==> src/rtl/core/chandy_misra_fork_arbiter_macros.svh <==
// assertion macros for the fork arbiter
// they expect clk and rst_n in scope
`ifndef CHANDY_MISRA_FORK_ARBITER_MACROS_SVH
`define CHANDY_MISRA_FORK_ARBITER_MACROS_SVH

`ifndef SYNTH
`define CMFA_ASSERT(lbl, prop) \
  lbl: assert property (@(posedge clk) disable iff (!rst_n) prop) \
    else $error("cmfa assertion failed");
`define CMFA_ASSERT_NEXT(lbl, pre, post) \
  lbl: assert property (@(posedge clk) disable iff (!rst_n) (pre) |=> (post)) \
    else $error("cmfa assertion failed");
`else
`define CMFA_ASSERT(lbl, prop)
`define CMFA_ASSERT_NEXT(lbl, pre, post)
`endif

`endif

==> src/rtl/core/cmfa_pkg.sv <==
`timescale 1ns / 1ps
package cmfa_pkg;

  localparam int NUM_USERS = 16;
  localparam int IDX_W     = $clog2(NUM_USERS);

  localparam logic [1:0] OP_REQ = 2'd0;
  localparam logic [1:0] OP_EAT = 2'd1;
  localparam logic [1:0] OP_REL = 2'd2;

  typedef logic [IDX_W-1:0] idx_t;

  typedef struct packed {
    idx_t owner;
    logic dirty;
    logic pending;
    idx_t requester;
  } fork_ent_t;

  typedef struct packed {
    logic       en;
    logic [1:0] op;
    idx_t       user;
  } step_ctl_t;

  typedef struct packed {
    fork_ent_t ent;
    logic      move;
    logic      own;
  } fork_upd_t;

  function automatic logic idx_ok(input idx_t i);
    return (IDX_W + 1)'(i) < (IDX_W + 1)'(NUM_USERS);
  endfunction

endpackage

==> src/rtl/core/cmfa_fork_unit.sv <==
`timescale 1ns / 1ps
// one fork entry per call: request, dirty marking and handover attempt
module cmfa_fork_unit (
  input  cmfa_pkg::step_ctl_t ctl,
  input  cmfa_pkg::fork_ent_t ent,
  input  logic                holder_eating,
  output cmfa_pkg::fork_upd_t upd
);

  logic own;
  logic try_ok;

  assign own = (ent.owner == ctl.user);
  assign try_ok = cmfa_pkg::idx_ok(ent.owner) && cmfa_pkg::idx_ok(ent.requester);

  always_comb begin
    upd.ent  = ent;
    upd.move = 1'b0;
    upd.own  = own;
    if (ctl.en) begin
      case (ctl.op)
        cmfa_pkg::OP_REQ: begin
          if (!own) begin
            upd.ent.pending   = 1'b1;
            upd.ent.requester = ctl.user;
            // asker differs from holder here
            if (ent.dirty && !holder_eating && cmfa_pkg::idx_ok(ctl.user)) begin
              upd.ent.owner   = ctl.user;
              upd.ent.dirty   = 1'b0;
              upd.ent.pending = 1'b0;
              upd.move        = 1'b1;
            end
          end
        end
        cmfa_pkg::OP_REL: begin
          if (own) begin
            upd.ent.dirty = 1'b1;
          end
          if (ent.pending && (ent.requester != ent.owner) && try_ok
              && (ent.dirty || own) && !holder_eating) begin
            upd.ent.owner   = ent.requester;
            upd.ent.dirty   = 1'b0;
            upd.ent.pending = 1'b0;
            upd.move        = 1'b1;
          end
        end
        default: begin
          upd.move = 1'b0;
        end
      endcase
    end
  end

endmodule

==> src/rtl/core/chandy_misra_fork_arbiter.sv <==
`timescale 1ns / 1ps
// out_tvalid comes from the result register, loaded from step two on once the output is free
// events are taken one at a time; the shared fork unit handles one fork entry
//   per cycle, two steps per event
// in_tready is high whenever idle; a result not yet taken holds the next event after step two
// reset: fork k owned by user k and dirty, no requests pending, nobody eating
module chandy_misra_fork_arbiter (
  input  logic        clk,
  input  logic        rst_n,
  input  logic        in_tvalid,
  output logic        in_tready,
  input  logic [23:0] in_tdata,   // op[1:0], user[5:2], fork_wanted[9:6],
                                  // left_fork[13:10], right_fork[17:14], zeros
  output logic        out_tvalid,
  input  logic        out_tready,
  output logic [7:0]  out_tdata   // granted[0], forks_moved[2:1], zeros
);

  localparam logic [1:0] ST_IDLE = 2'd0;
  localparam logic [1:0] ST_A    = 2'd1;
  localparam logic [1:0] ST_B    = 2'd2;
  localparam logic [1:0] ST_WAIT = 2'd3;

  logic [1:0] state_r, state_nxt;

  cmfa_pkg::idx_t fork_owner_r [cmfa_pkg::NUM_USERS];
  cmfa_pkg::idx_t fork_requester_r [cmfa_pkg::NUM_USERS];
  logic [cmfa_pkg::NUM_USERS-1:0] fork_dirty_r;
  logic [cmfa_pkg::NUM_USERS-1:0] request_pending_r;
  logic [cmfa_pkg::NUM_USERS-1:0] user_eating_r;

  logic [1:0]     op_r;
  cmfa_pkg::idx_t user_r;
  cmfa_pkg::idx_t fork_a_r;
  cmfa_pkg::idx_t fork_b_r;
  logic           act_r;
  logic           own_a_r;
  logic           granted_r;
  logic [1:0]     moved_r;
  logic           out_valid_r;
  logic [7:0]     out_data_r;

  logic [1:0]     in_op;
  cmfa_pkg::idx_t in_user, in_fw, in_lf, in_rf;
  logic           in_xfer;
  logic           in_act;

  cmfa_pkg::idx_t      fork_sel;
  cmfa_pkg::step_ctl_t ctl;
  cmfa_pkg::fork_ent_t ent;
  cmfa_pkg::fork_upd_t upd;
  logic                holder_eating;
  logic                step_wr;

  logic                out_free;
  logic                out_load;
  logic                granted_fin;
  logic [1:0]          moved_fin;

  assign in_op   = in_tdata[1:0];
  assign in_user = in_tdata[5:2];
  assign in_fw   = in_tdata[9:6];
  assign in_lf   = in_tdata[13:10];
  assign in_rf   = in_tdata[17:14];

  assign in_tready  = (state_r == ST_IDLE);
  assign in_xfer    = in_tvalid && in_tready;
  assign out_tvalid = out_valid_r;
  assign out_tdata  = out_data_r;

  // result register is free when empty or being taken this cycle
  assign out_free = !out_valid_r || out_tready;
  assign out_load = ((state_r == ST_B) || (state_r == ST_WAIT)) && out_free;

  always_comb begin
    in_act = 1'b0;
    if (cmfa_pkg::idx_ok(in_user)) begin
      unique case (in_op) inside
        cmfa_pkg::OP_REQ: in_act = cmfa_pkg::idx_ok(in_fw);
        cmfa_pkg::OP_EAT,
        cmfa_pkg::OP_REL: in_act = cmfa_pkg::idx_ok(in_lf) && cmfa_pkg::idx_ok(in_rf);
        default:          in_act = 1'b0;
      endcase
    end
  end

  assign fork_sel = (state_r == ST_B) ? fork_b_r : fork_a_r;

  always_comb begin
    ent.owner     = fork_owner_r[fork_sel];
    ent.dirty     = fork_dirty_r[fork_sel];
    ent.pending   = request_pending_r[fork_sel];
    ent.requester = fork_requester_r[fork_sel];
  end

  assign holder_eating = user_eating_r[ent.owner];

  // requests only touch their fork in the first step; a release on one
  // fork twice has nothing left to do in the second step
  assign ctl.en   = act_r && ((state_r == ST_A) ||
                    ((state_r == ST_B) && (op_r == cmfa_pkg::OP_REL) &&
                     (fork_b_r != fork_a_r)));
  assign ctl.op   = op_r;
  assign ctl.user = user_r;
  assign step_wr  = ctl.en;

  assign granted_fin = ((state_r == ST_B) && act_r && (op_r == cmfa_pkg::OP_EAT)) ?
                       (own_a_r && upd.own) : granted_r;
  assign moved_fin   = moved_r + {1'b0, step_wr && upd.move};

  cmfa_fork_unit u_fork_unit (
    .ctl          (ctl),
    .ent          (ent),
    .holder_eating(holder_eating),
    .upd          (upd)
  );

  always_comb begin
    state_nxt = state_r;
    unique case (state_r)
      ST_IDLE: if (in_xfer) state_nxt = ST_A;
      ST_A:    state_nxt = ST_B;
      ST_B:    state_nxt = out_free ? ST_IDLE : ST_WAIT;
      ST_WAIT: if (out_free) state_nxt = ST_IDLE;
      default: state_nxt = ST_IDLE;
    endcase
  end

  always_ff @(posedge clk) begin
    if (!rst_n) begin
      state_r     <= ST_IDLE;
      out_valid_r <= 1'b0;
      for (int k = 0; k < cmfa_pkg::NUM_USERS; k++) begin
        fork_owner_r[k]     <= cmfa_pkg::IDX_W'(k);
        fork_requester_r[k] <= '0;
      end
      fork_dirty_r      <= '1;
      request_pending_r <= '0;
      user_eating_r     <= '0;
    end else begin
      state_r <= state_nxt;
      if (out_load) begin
        out_valid_r <= 1'b1;
      end else if (out_tready) begin
        out_valid_r <= 1'b0;
      end
      if (in_xfer && in_act && (in_op == cmfa_pkg::OP_REL)) begin
        user_eating_r[in_user] <= 1'b0;
      end
      if (state_r == ST_B && act_r && op_r == cmfa_pkg::OP_EAT && own_a_r && upd.own) begin
        user_eating_r[user_r] <= 1'b1;
      end
      if (step_wr) begin
        fork_owner_r[fork_sel]      <= upd.ent.owner;
        fork_dirty_r[fork_sel]      <= upd.ent.dirty;
        request_pending_r[fork_sel] <= upd.ent.pending;
        fork_requester_r[fork_sel]  <= upd.ent.requester;
      end
    end
  end

  // event payload and result accumulation
  always_ff @(posedge clk) begin
    if (out_load) begin
      out_data_r <= {5'd0, moved_fin, granted_fin};
    end
    if (in_xfer) begin
      op_r      <= in_op;
      user_r    <= in_user;
      fork_a_r  <= (in_op == cmfa_pkg::OP_REQ) ? in_fw : in_lf;
      fork_b_r  <= in_rf;
      act_r     <= in_act;
      own_a_r   <= 1'b0;
      granted_r <= 1'b0;
      moved_r   <= 2'd0;
    end else begin
      if (state_r == ST_A) begin
        own_a_r <= upd.own;
        if (act_r && op_r == cmfa_pkg::OP_REQ) begin
          granted_r <= upd.own || upd.move;
        end
      end
      if (state_r == ST_B && act_r && op_r == cmfa_pkg::OP_EAT) begin
        granted_r <= own_a_r && upd.own;
      end
      if (step_wr && upd.move) begin
        moved_r <= moved_r + 2'd1;
      end
    end
  end

`include "chandy_misra_fork_arbiter_macros.svh"

  `CMFA_ASSERT(a_moved_max, out_valid_r |-> (out_data_r[2:1] != 2'd3))
  `CMFA_ASSERT_NEXT(a_rel_no_grant, (state_r == ST_B) && (op_r == cmfa_pkg::OP_REL), !granted_r)
  `CMFA_ASSERT_NEXT(a_move_clean, step_wr && upd.move, !fork_dirty_r[$past(fork_sel)])
  `CMFA_ASSERT_NEXT(a_step_b_out, state_r == ST_B, out_valid_r && (state_r != ST_A) && (state_r != ST_B))

endmodule

==> config.mk <==
export PLATFORM = sky130hd
export DESIGN_NAME = chandy_misra_fork_arbiter
export DESIGN_NICKNAME = d
export VERILOG_FILES = /design/src/rtl/core/cmfa_pkg.sv /design/src/rtl/core/cmfa_fork_unit.sv /design/src/rtl/core/chandy_misra_fork_arbiter.sv
export VERILOG_INCLUDE_DIRS = /design/src /design/src/rtl/core
export SDC_FILE = /design/constraint.sdc
export NUM_CORES = 1
export LEC_CHECK = 0
export ABC_AREA = 0
export BUFFER_PORTS_ARGS = -buffer_cell sky130_fd_sc_hd__buf_2
export CAP_MARGIN = 25
export CORE_UTILIZATION = 30
export CTS_CLUSTER_DIAMETER = 50
export DETAILED_ROUTE_END_ITERATION = 7
export SYNTH_ARGS = -nofsm -noshare
export SYNTH_HDL_FRONTEND = slang
export SYNTH_SLANG_ARGS = --single-unit
export TNS_END_PERCENT = 20
==> constraint.sdc <==
create_clock -name clk -period 5.29 [get_ports clk]
set_input_delay 0.7935 -clock clk [delete_from_list [all_inputs] [get_ports clk]]
set_output_delay 0.7935 -clock clk [all_outputs]
set_load 0.02 [all_outputs]
# [Yosys cells after proc, flatten, opt, wreduce, memory -nomap -nowiden]
# Memories as Yosys holds them, arrays and structs flattened.
# Cells that the tools add are included.
[totals] ff_bits=73 ramBits=128 out_inout_bits=10 elab_cells=129 mem_count=2
[op_classes] add_sub_neg=2 order_cmp=7 eq_ne=12 n_mux=50 bitwise=3 reduce_logical=39
[mem_list] memory="fork_owner_r" depth=16 word_bits=4 read_ports=1 rd_clocked_by_memory_dff=0 write_ports=16 line="chandy_misra_fork_arbiter.sv:26" rtl="cmfa_pkg::idx_t fork_owner_r [cmfa_pkg::NUM_USERS];"
[mem_list] memory="fork_requester_r" depth=16 word_bits=4 read_ports=1 rd_clocked_by_memory_dff=0 write_ports=16 line="chandy_misra_fork_arbiter.sv:27" rtl="cmfa_pkg::idx_t fork_requester_r [cmfa_pkg::NUM_USERS];"
[ops] operator="16-bit 2-to-1 mux" count=3
[ops] operator="16-bit bitwise mux" count=2
[ops] operator="4-bit 2-to-1 mux" count=7
[ops] operator="1-bit 2-to-1 mux" count=22
[ops] operator="11-bit 2-to-1 mux" count=2
[ops] operator="1-bit logical AND" count=21
[ops] operator="4-bit by 5-bit < comparator with 1-bit output (second input constant)" count=4
[ops] operator="16-bit bitwise AND" count=1
[ops] operator="16-bit NOT" count=1
[ops] operator="16-bit bitwise OR" count=1
[ops] operator="1-bit binary-select mux with 4-bit select" count=3
[ops] operator="1-bit demux with 4-bit select" count=3
[ops] operator="4-bit by 1-bit >= comparator with 1-bit output (second input constant)" count=3
[ops] operator="6-bit 2-to-1 mux" count=2
[ops] operator="6-bit one-hot mux with 2 select lines" count=1
[ops] operator="2-bit == test (second input constant)" count=4
[ops] operator="4-bit inequality test" count=2
[ops] operator="2-bit one-hot mux with 4 select lines" count=1
[ops] operator="4-bit OR reduction" count=2
[ops] operator="2-bit by 1-bit == test with 1-bit output (second input constant)" count=3
[ops] operator="2-bit logical NOT" count=3
[ops] operator="2-bit 2-to-1 mux" count=3
[ops] operator="2-bit nonzero test" count=3
[ops] operator="1-bit logical OR" count=5
[ops] operator="other kinds (9)" count=11

# [Depth between registers and ports, before layout]
# Gate-level depths: netlist of run 1.
# An unclocked memory read counts as a cell.
[depth] depth_word=15 mapped_depth=15

# [Hierarchy]
# From an unflattened synthesis of run 1, not the netlist that was laid out.
[hier_totals] hier_cells=826 area_unflattened_um2=9878.2
[by_module_without_submodules] mod="chandy_misra_fork_arbiter" n_inst=1 cells_each=778 area_each_um2=9516.6 seq_area_each_um2=5485.3
[by_module_without_submodules] mod="cmfa_fork_unit" n_inst=1 cells_each=48 area_each_um2=361.6 seq_area_each_um2=0.0

# [Worst setup path after synthesis of run 1]
# OpenSTA, ideal clock, no wires.
[synth_path] kind="flip-flop to flip-flop" start="register state_r[1]" end="memory fork_owner_r[11][0] in the netlist's numbering, data pin" setup_ns=0.267 t_arrival_ns=3.510 required_time_ns=5.023 slack_ns=1.513 stages_incl_launch_ff=15 path_buffers=3 period_less_slack_ns=3.777 cell_sequence="dfxtp_1 buf_4 and4bb_1 a31oi_2 clkbuf_1 o22ai_1 o21ai_1 nand4_4 xnor2_1 or4_4 a211o_1 a21o_1 a211oi_2 buf_6 nand2_1"
[synth_rtl] element="start: declaration" line="chandy_misra_fork_arbiter.sv:24" rtl="logic [1:0] state_r, state_nxt;"
[synth_rtl] element="start signal: assignment" line="chandy_misra_fork_arbiter.sv:141" rtl="state_r <= state_nxt;"
[synth_rtl] element="end: declaration" line="chandy_misra_fork_arbiter.sv:26"

==> flow_summary.ini, run 1 <==
[status]
status = finished, final reports clean

[clock_network]
cts.sinks = 201
postCtsHoldBufs = 0
cts_root_buffer = clkbuf_16
clk_pin_slew_ns = 0.06
post_cts.repair.setup_buffers = 0
numCtsBuffers = 26
clock_path_buffers = 3
cts_tree = built
htreeDepth = 1
cts_resized = 0
clock_latency_ns = 0.55

[synth]
synthArstFlopShare_pct = 0
netlist_instances = 854
synth_area_sq_um = 9270
yosysTopAreaCellShare_pct = 47.3
yosys.area.top_type = edfxtp_1
synth-edff-count = 146
ys_seq_elements = 201
ys.flop_type = edfxtp_1
yosysSeqAreaShare_pct = 59.2
yosysWarnings = 0
yosysUniqueCellTypes = 71
avgSynthCellArea_sq_um = 10.9
netlist_top_cells_area = edfxtp_1 (47%), dfxtp_1 (12%), nor2_1 (5.8%)

[min_path]
hp-class = primary input to flip-flop
hold_start = in_tdata[15]

[global_route]
gr-usage-met1_pct = 21.7
track_usage_pct = 16.1
grt_max_degree = 48
antenna_found_initial = 0
use_met2_pct = 26.9
grtUsageMet3_pct = 2.61
grt_pass1_wl_um = 38600
grt.busiest_layer = met2
overflow = 0
grt_pass1_vias = 6675

[place]
place_area_sq_um = 9960
gp_congestion = 0.830
post-place-ws_ns = 0.627
hpwl_um = 17000
io_buffers = 26

[power]
p_total_mw = 3.95
p_leak_nw = 3.67
ir_drop_v = 0.000222
p_per_area_nw_per_um2 = 366

[cells_and_area]
final_common_cell = edfxtp_1
n_antenna_cell = 0
syn_to_final_growth_pct = 16.4
layout_common_cells = edfxtp_1 (146), nor2_1 (143), nand2_1 (67)
fin_util_pct = 35.4
fillCellCount = 3012
fin_nets = 931
drive_gt1_share_pct = 16.9
fin_area_sq_um = 10800

[sta]
setup_violations = 0
worst_pin_slew_ns = 1.02
max_freq_ghz = 0.213
setup_slack_ns = 0.591
relSlewSlack_pct = 32.3
final_max_slew_viol_count = 0
clock_skew_ns = 0.0265
hold_viol_final = 0
rsz0062_at_grt = false
fin_setup_tns_ns = 0
fin_crit_sh_pct = 88.8
min_period_ns = 4.70

[routing]
drt-pass1-iter-count = 5
drc = 0
antenna_left = 0
vias = 6875
wirelength_um = 25100
drt-initial-drc-count = 704
vias_per_cell = 5.22
wl_per_cell_um = 19.1

[critical_path]
cp-end-kind = flip-flop
r2r_start = state_r[1]$_SDFFE_PN0P_
cp_max_fo = 16
crit_path_start_kind = flip-flop
cp.arrival_ns = 4.96
crit_start = state_r[1]$_SDFFE_PN0P_
path_class = flip-flop to flip-flop
worstPathRequired_ns = 5.55

[floorplan]
dieArea_sq_um = 31600
rows = 64
start_util_pct = 30.4
die_y_um = 178
ios = 38
die_w_um = 178
coreArea_sq_um = 30500

[job]
drv_cap = 0
==> cell type report <==
class / instances / area, sq um / share of cell area, %
clock buffer: 31 / 669 / 6.20
clock inverter: 17 / 158 / 1.46
inverter: 28 / 105 / 0.974
multi-input combinational: 576 / 3420 / 31.7
sequential: 201 / 5490 / 50.8
tap: 396 / 495 / 4.59
timing repair buffer: 69 / 453 / 4.20
==> registers in the layout, summed over array words and instances, names as in the netlist <==
register           flops
act_r                  1
fork_a_r               4
fork_b_r               4
fork_dirty_r          16
fork_owner_r          64
fork_requester_r      64
granted_r              1
moved_r                2
op_r                   2
out_tdata              3
out_tvalid             1
own_a_r                1
request_pending_r     16
state_r                2
user_eating_r         16
user_r                 4
==> cells in the mapped netlist, types with 9 or more instances <==
master      n
inv_1      28
a21oi_2    11
dfxtp_1    55
nand2b_1   14
nor2_1    143
a22o_1     13
nand3_1    13
nand2_1    67
a22oi_1    24
edfxtp_1  146
nor3_1     10
a21boi_0   17
o21ai_1    14
buf_1       9
a21oi_1    22
o21ai_0    53
clkbuf_1   21
buf_2       9
o22ai_1    55
or3_1       9
==> through the flow <==
| stage | cells | hold WS [ns] |
|---|---|---|
| floorplan | 858 | 0.450 |
| global placement | 1269 | 0.464 |
| detailed placement | 1270 | 0.467 |
| CTS | 1318 | 0.405 |
| global route | 1318 | 0.412 |
| finish | 1318 | 0.421 |
==> routing by layer <==
metal	wire (um)	up-vias	share of wire, %
li1	-	3242	-
met1	11100	3375	44
met2	11900	218	47
met3	1580	40	6.3
met4	484	0	1.9
met5	0	-	0
==> where the power goes <==
group | leakage, nW | switching (mW) | internal [mW] | total [mW]
Sequential | 1.82 | 0.0284 | 1.73 | 1.76
Clock | 0.394 | 0.696 | 0.967 | 1.66
Combinational | 1.45 | 0.371 | 0.158 | 0.529
Total | 3.67 | 1.10 | 2.86 | 3.95
==> path summary, 6_finish.rpt <==
| path | slack, ns | depth (start not counted) | end |
|---|---|---|---|
| max | 0.59 | 12 | fork_owner_r[14][2]$_SDFFCE_PN1P_ |
| min | 0.42 | 1 | fork_b_r[1]$_DFFE_PP_ |
| max reg2reg | 0.59 | 12 | fork_owner_r[14][2]$_SDFFCE_PN1P_ |
| min reg2reg | 0.48 | 2 | user_eating_r[4]$_SDFF_PN0_ |
==> cells by family (layout without fill, tap and decap cells) <==
group | after synthesis | after routing | synth area share, %
muxes | 13 | 13 | 1.75
adders and majority gates | 1 | 1 | 0.135
xor gates and xnor gates | 15 | 15 | 1.42
buffers and inverters | 81 | 145 | 4.14
DFF | 201 | 201 | 59.2
AOI/OAI and AO/OA | 243 | 243 | 18.1
and+or+nand+nor | 299 | 299 | 15.3
other | 1 | 5 | 0.0404
==> critical path, stage by stage, from the launching register on <==
cell	delay [ns]
dfxtp_1	0.53
nand2b_4	0.19
a31oi_2	0.56
o22ai_1	0.21
o21ai_1	0.43
and4_1	0.46
xnor2_1	0.16
or4_4	0.60
a221oi_2	0.44
a21oi_1	0.19
a211oi_4	0.22
buf_4	0.31
nand2_1	0.10
No activity file was read; power rests on OpenSTA's default activity.
==> run 2: changes to the inputs <==
CORE_UTILIZATION = 35   (was 30)
==> run 2 against run 1 <==
Net effect: routed wire length shrank 1.1%; first-iteration DRC count down 15%; cell count fell by 5.5%; sequential share of layout area is 0.88 points higher; global-route usage is 2.6 points higher; worst hold slack better by 0.037 ns; register-to-register slack gained 0.05 ns; count of clock-buffer cells in the layout is 3 lower; sequential cell count unchanged; clock power down 3%; critical path type unchanged; setup slack better by 0.052 ns; clock skew shrank 0.0090 ns.
==> flow_summary.ini, run 2 (synthesized netlist as in run 1, its figures left out) <==
[floorplan]
rows = 59
start_util_pct = 35.6
dieArea_sq_um = 27100
ios = 38
die_y_um = 165
coreArea_sq_um = 26100
die_w_um = 165

[global_route]
grt_pass1_wl_um = 38000
overflow = 0
antenna_found_initial = 0
grt_pass1_vias = 6541
track_usage_pct = 18.7
grt_max_degree = 48

[clock_network]
cts_resized = 0
htreeDepth = 1
numCtsBuffers = 25
cts_tree = built
cts.sinks = 201
clk_pin_slew_ns = 0.06
post_cts.repair.setup_buffers = 0
cts_root_buffer = clkbuf_16
clock_path_buffers = 3
clock_latency_ns = 0.52
postCtsHoldBufs = 0

[place]
place_area_sq_um = 9820
post-place-ws_ns = 0.685
gp_congestion = 0.801
io_buffers = 26
hpwl_um = 16600

[critical_path]
r2r_start = state_r[1]$_SDFFE_PN0P_
cp_max_fo = 24
worst-path-buf-inv = 2
reg2reg_depth = 13
crit_family = compound AO/OA/AOI/OAI gates
worst-path-stages = 13
cp_common_cell = buf_4
path_class = flip-flop to flip-flop
crit_path_start_kind = flip-flop
reg2reg_to = fork_owner_r[14][2]$_SDFFCE_PN1P_
critPathMaxStageDelay_ns = 0.65
r2r_setup_slack_ns = 0.64
cp.arrival_ns = 4.89
cp_slowest_cell = mux2_2
crit_chain = nand2b_4 -> mux2_2 -> buf_4 -> o22ai_1 -> o21ai_1 -> nand4_4 -> xnor2_1 -> or4_4 -> a221oi_2 -> a21oi_1 -> a211oi_4 -> buf_4 -> nand2_1
cp-end-kind = flip-flop
worstPathRequired_ns = 5.54

[routing]
drt-initial-drc-count = 599
wirelength_um = 24800
wl_per_cell_um = 20.0
vias_per_cell = 5.48
drt-pass1-iter-count = 5
drc = 0
vias = 6822
antenna_left = 0

[cells_and_area]
fin_nets = 920
largestRegisters = fork_owner_r: 64 flops, fork_requester_r: 64 flops
syn_to_final_growth_pct = 14.4
fin_util_pct = 40.7
final_common_cell = edfxtp_1
fin_area_sq_um = 10600
n_antenna_cell = 0
drive_gt1_share_pct = 15.6
layout_common_cells = edfxtp_1 (146), nor2_1 (143), nand2_1 (67)

[min_path]
hold_depth = 1
min_to = fork_b_r[2]$_DFFE_PP_
hold_start = in_tdata[16]
hp-class = primary input to flip-flop

[power]
power_frac_comb_pct = 13.6
p_leak_nw = 3.61
p_int_mw = 2.82
ir_drop_v = 0.000282
clkPwrFrac_pct = 41.3
p_switching_mw = 1.08
switching_share_pct = 27.6
power_frac_seq_pct = 45.1
p_per_area_nw_per_um2 = 368

[sta]
fin_setup_tns_ns = 0
rsz0062_at_grt = false
setup_violations = 0
setup_slack_ns = 0.643
worst_pin_slew_ns = 0.994
max_freq_ghz = 0.215
min_period_ns = 4.65
fin_crit_sh_pct = 87.8
clock_skew_ns = 0.0175
relSlewSlack_pct = 32.0
hold_slack_ns = 0.458
final_max_slew_viol_count = 0
hold_viol_final = 0

[status]
status = finished, final reports clean

[job]
drv_cap = 0
[run 2: changes by cell type in the layout (fill, tap and decap cells not counted), moves of 2 or more]
cell,before,now
clkinv_4,3,1
clkinvlp_4,3,1
inv_6,2,5
o21ai_0,53,49
buf_4,43,32
clkbuf_1,5,2
clkinv_2,4,1
clkinv_1,3,8
o21ai_1,14,18
[run 2: worst max path at each step]
stage                                  from                           endpoint  slack [ns]
CTS                 state_r[1]$_SDFFE_PN0P_   fork_owner_r[5][2]$_SDFFCE_PN1P_        0.68
detailed placement  state_r[1]$_SDFFE_PN0P_  fork_owner_r[13][2]$_SDFFCE_PN1P_        0.68
floorplan           state_r[1]$_SDFFE_PN0P_  fork_owner_r[11][0]$_SDFFCE_PN1P_        1.51
finish              state_r[1]$_SDFFE_PN0P_  fork_owner_r[14][2]$_SDFFCE_PN1P_        0.64
global route        state_r[1]$_SDFFE_PN0P_   fork_owner_r[5][2]$_SDFFCE_PN1P_        0.42
global placement      fork_b_r[0]$_DFFE_PP_  fork_owner_r[15][2]$_SDFFCE_PN1P_        0.76
[run 2: power groups by stage]
| stage | clock network [mW] | logic [mW] | registers (mW) |
|---|---|---|---|
| finish | 1.61 | 0.529 | 1.76 |
| global route | 1.70 | 0.566 | 1.76 |
| CTS | 1.64 | 0.525 | 1.76 |
| detailed placement | 0 | 0.523 | 1.79 |
| global placement | 0 | 0.520 | 1.79 |
| floorplan | 0 | 0.339 | 1.78 |
[run 2: cell type report]
class                           count  area (sq um)
Clock buffer                       28           647
Clock inverter                     18           136
Fill cell                        2497         15500
Inverter                           28           105
Multi-Input combinational cell    576          3420
Sequential cell                   201          5490
Tap cell                          335           419
Timing Repair Buffer               59           390
[run 2: stage by stage]
step / power (mW) / cells
6_report: 3.90 / 1245
5_1_grt: 4.03 / 1245
4_1_cts: 3.92 / 1245
3_5_place_dp: 2.31 / 1199
3_3_place_gp: 2.31 / 1199
2_1_floorplan: 2.12 / 858
[run 2: metal layers]
metal,global-route usage (%),part of all wire [%],vias to the layer above
met3,3.21,6.7,37
met4,5.46,1.8,0
met5,0,0,-
li1,-,-,3212
met1,25.9,44,3329
met2,29.9,47,244
[run 2: worst register-to-register path, delay by kind of cell, from the launching register on]
kind	cells	cell delay [ns]
AO/OA/AOI/OAI	5	1.27
XOR/XNOR	1	0.23
buffers and inverters	2	0.61
flip-flops	1	0.51
multiplexers	1	0.65
AND/OR/NAND/NOR	4	1.11
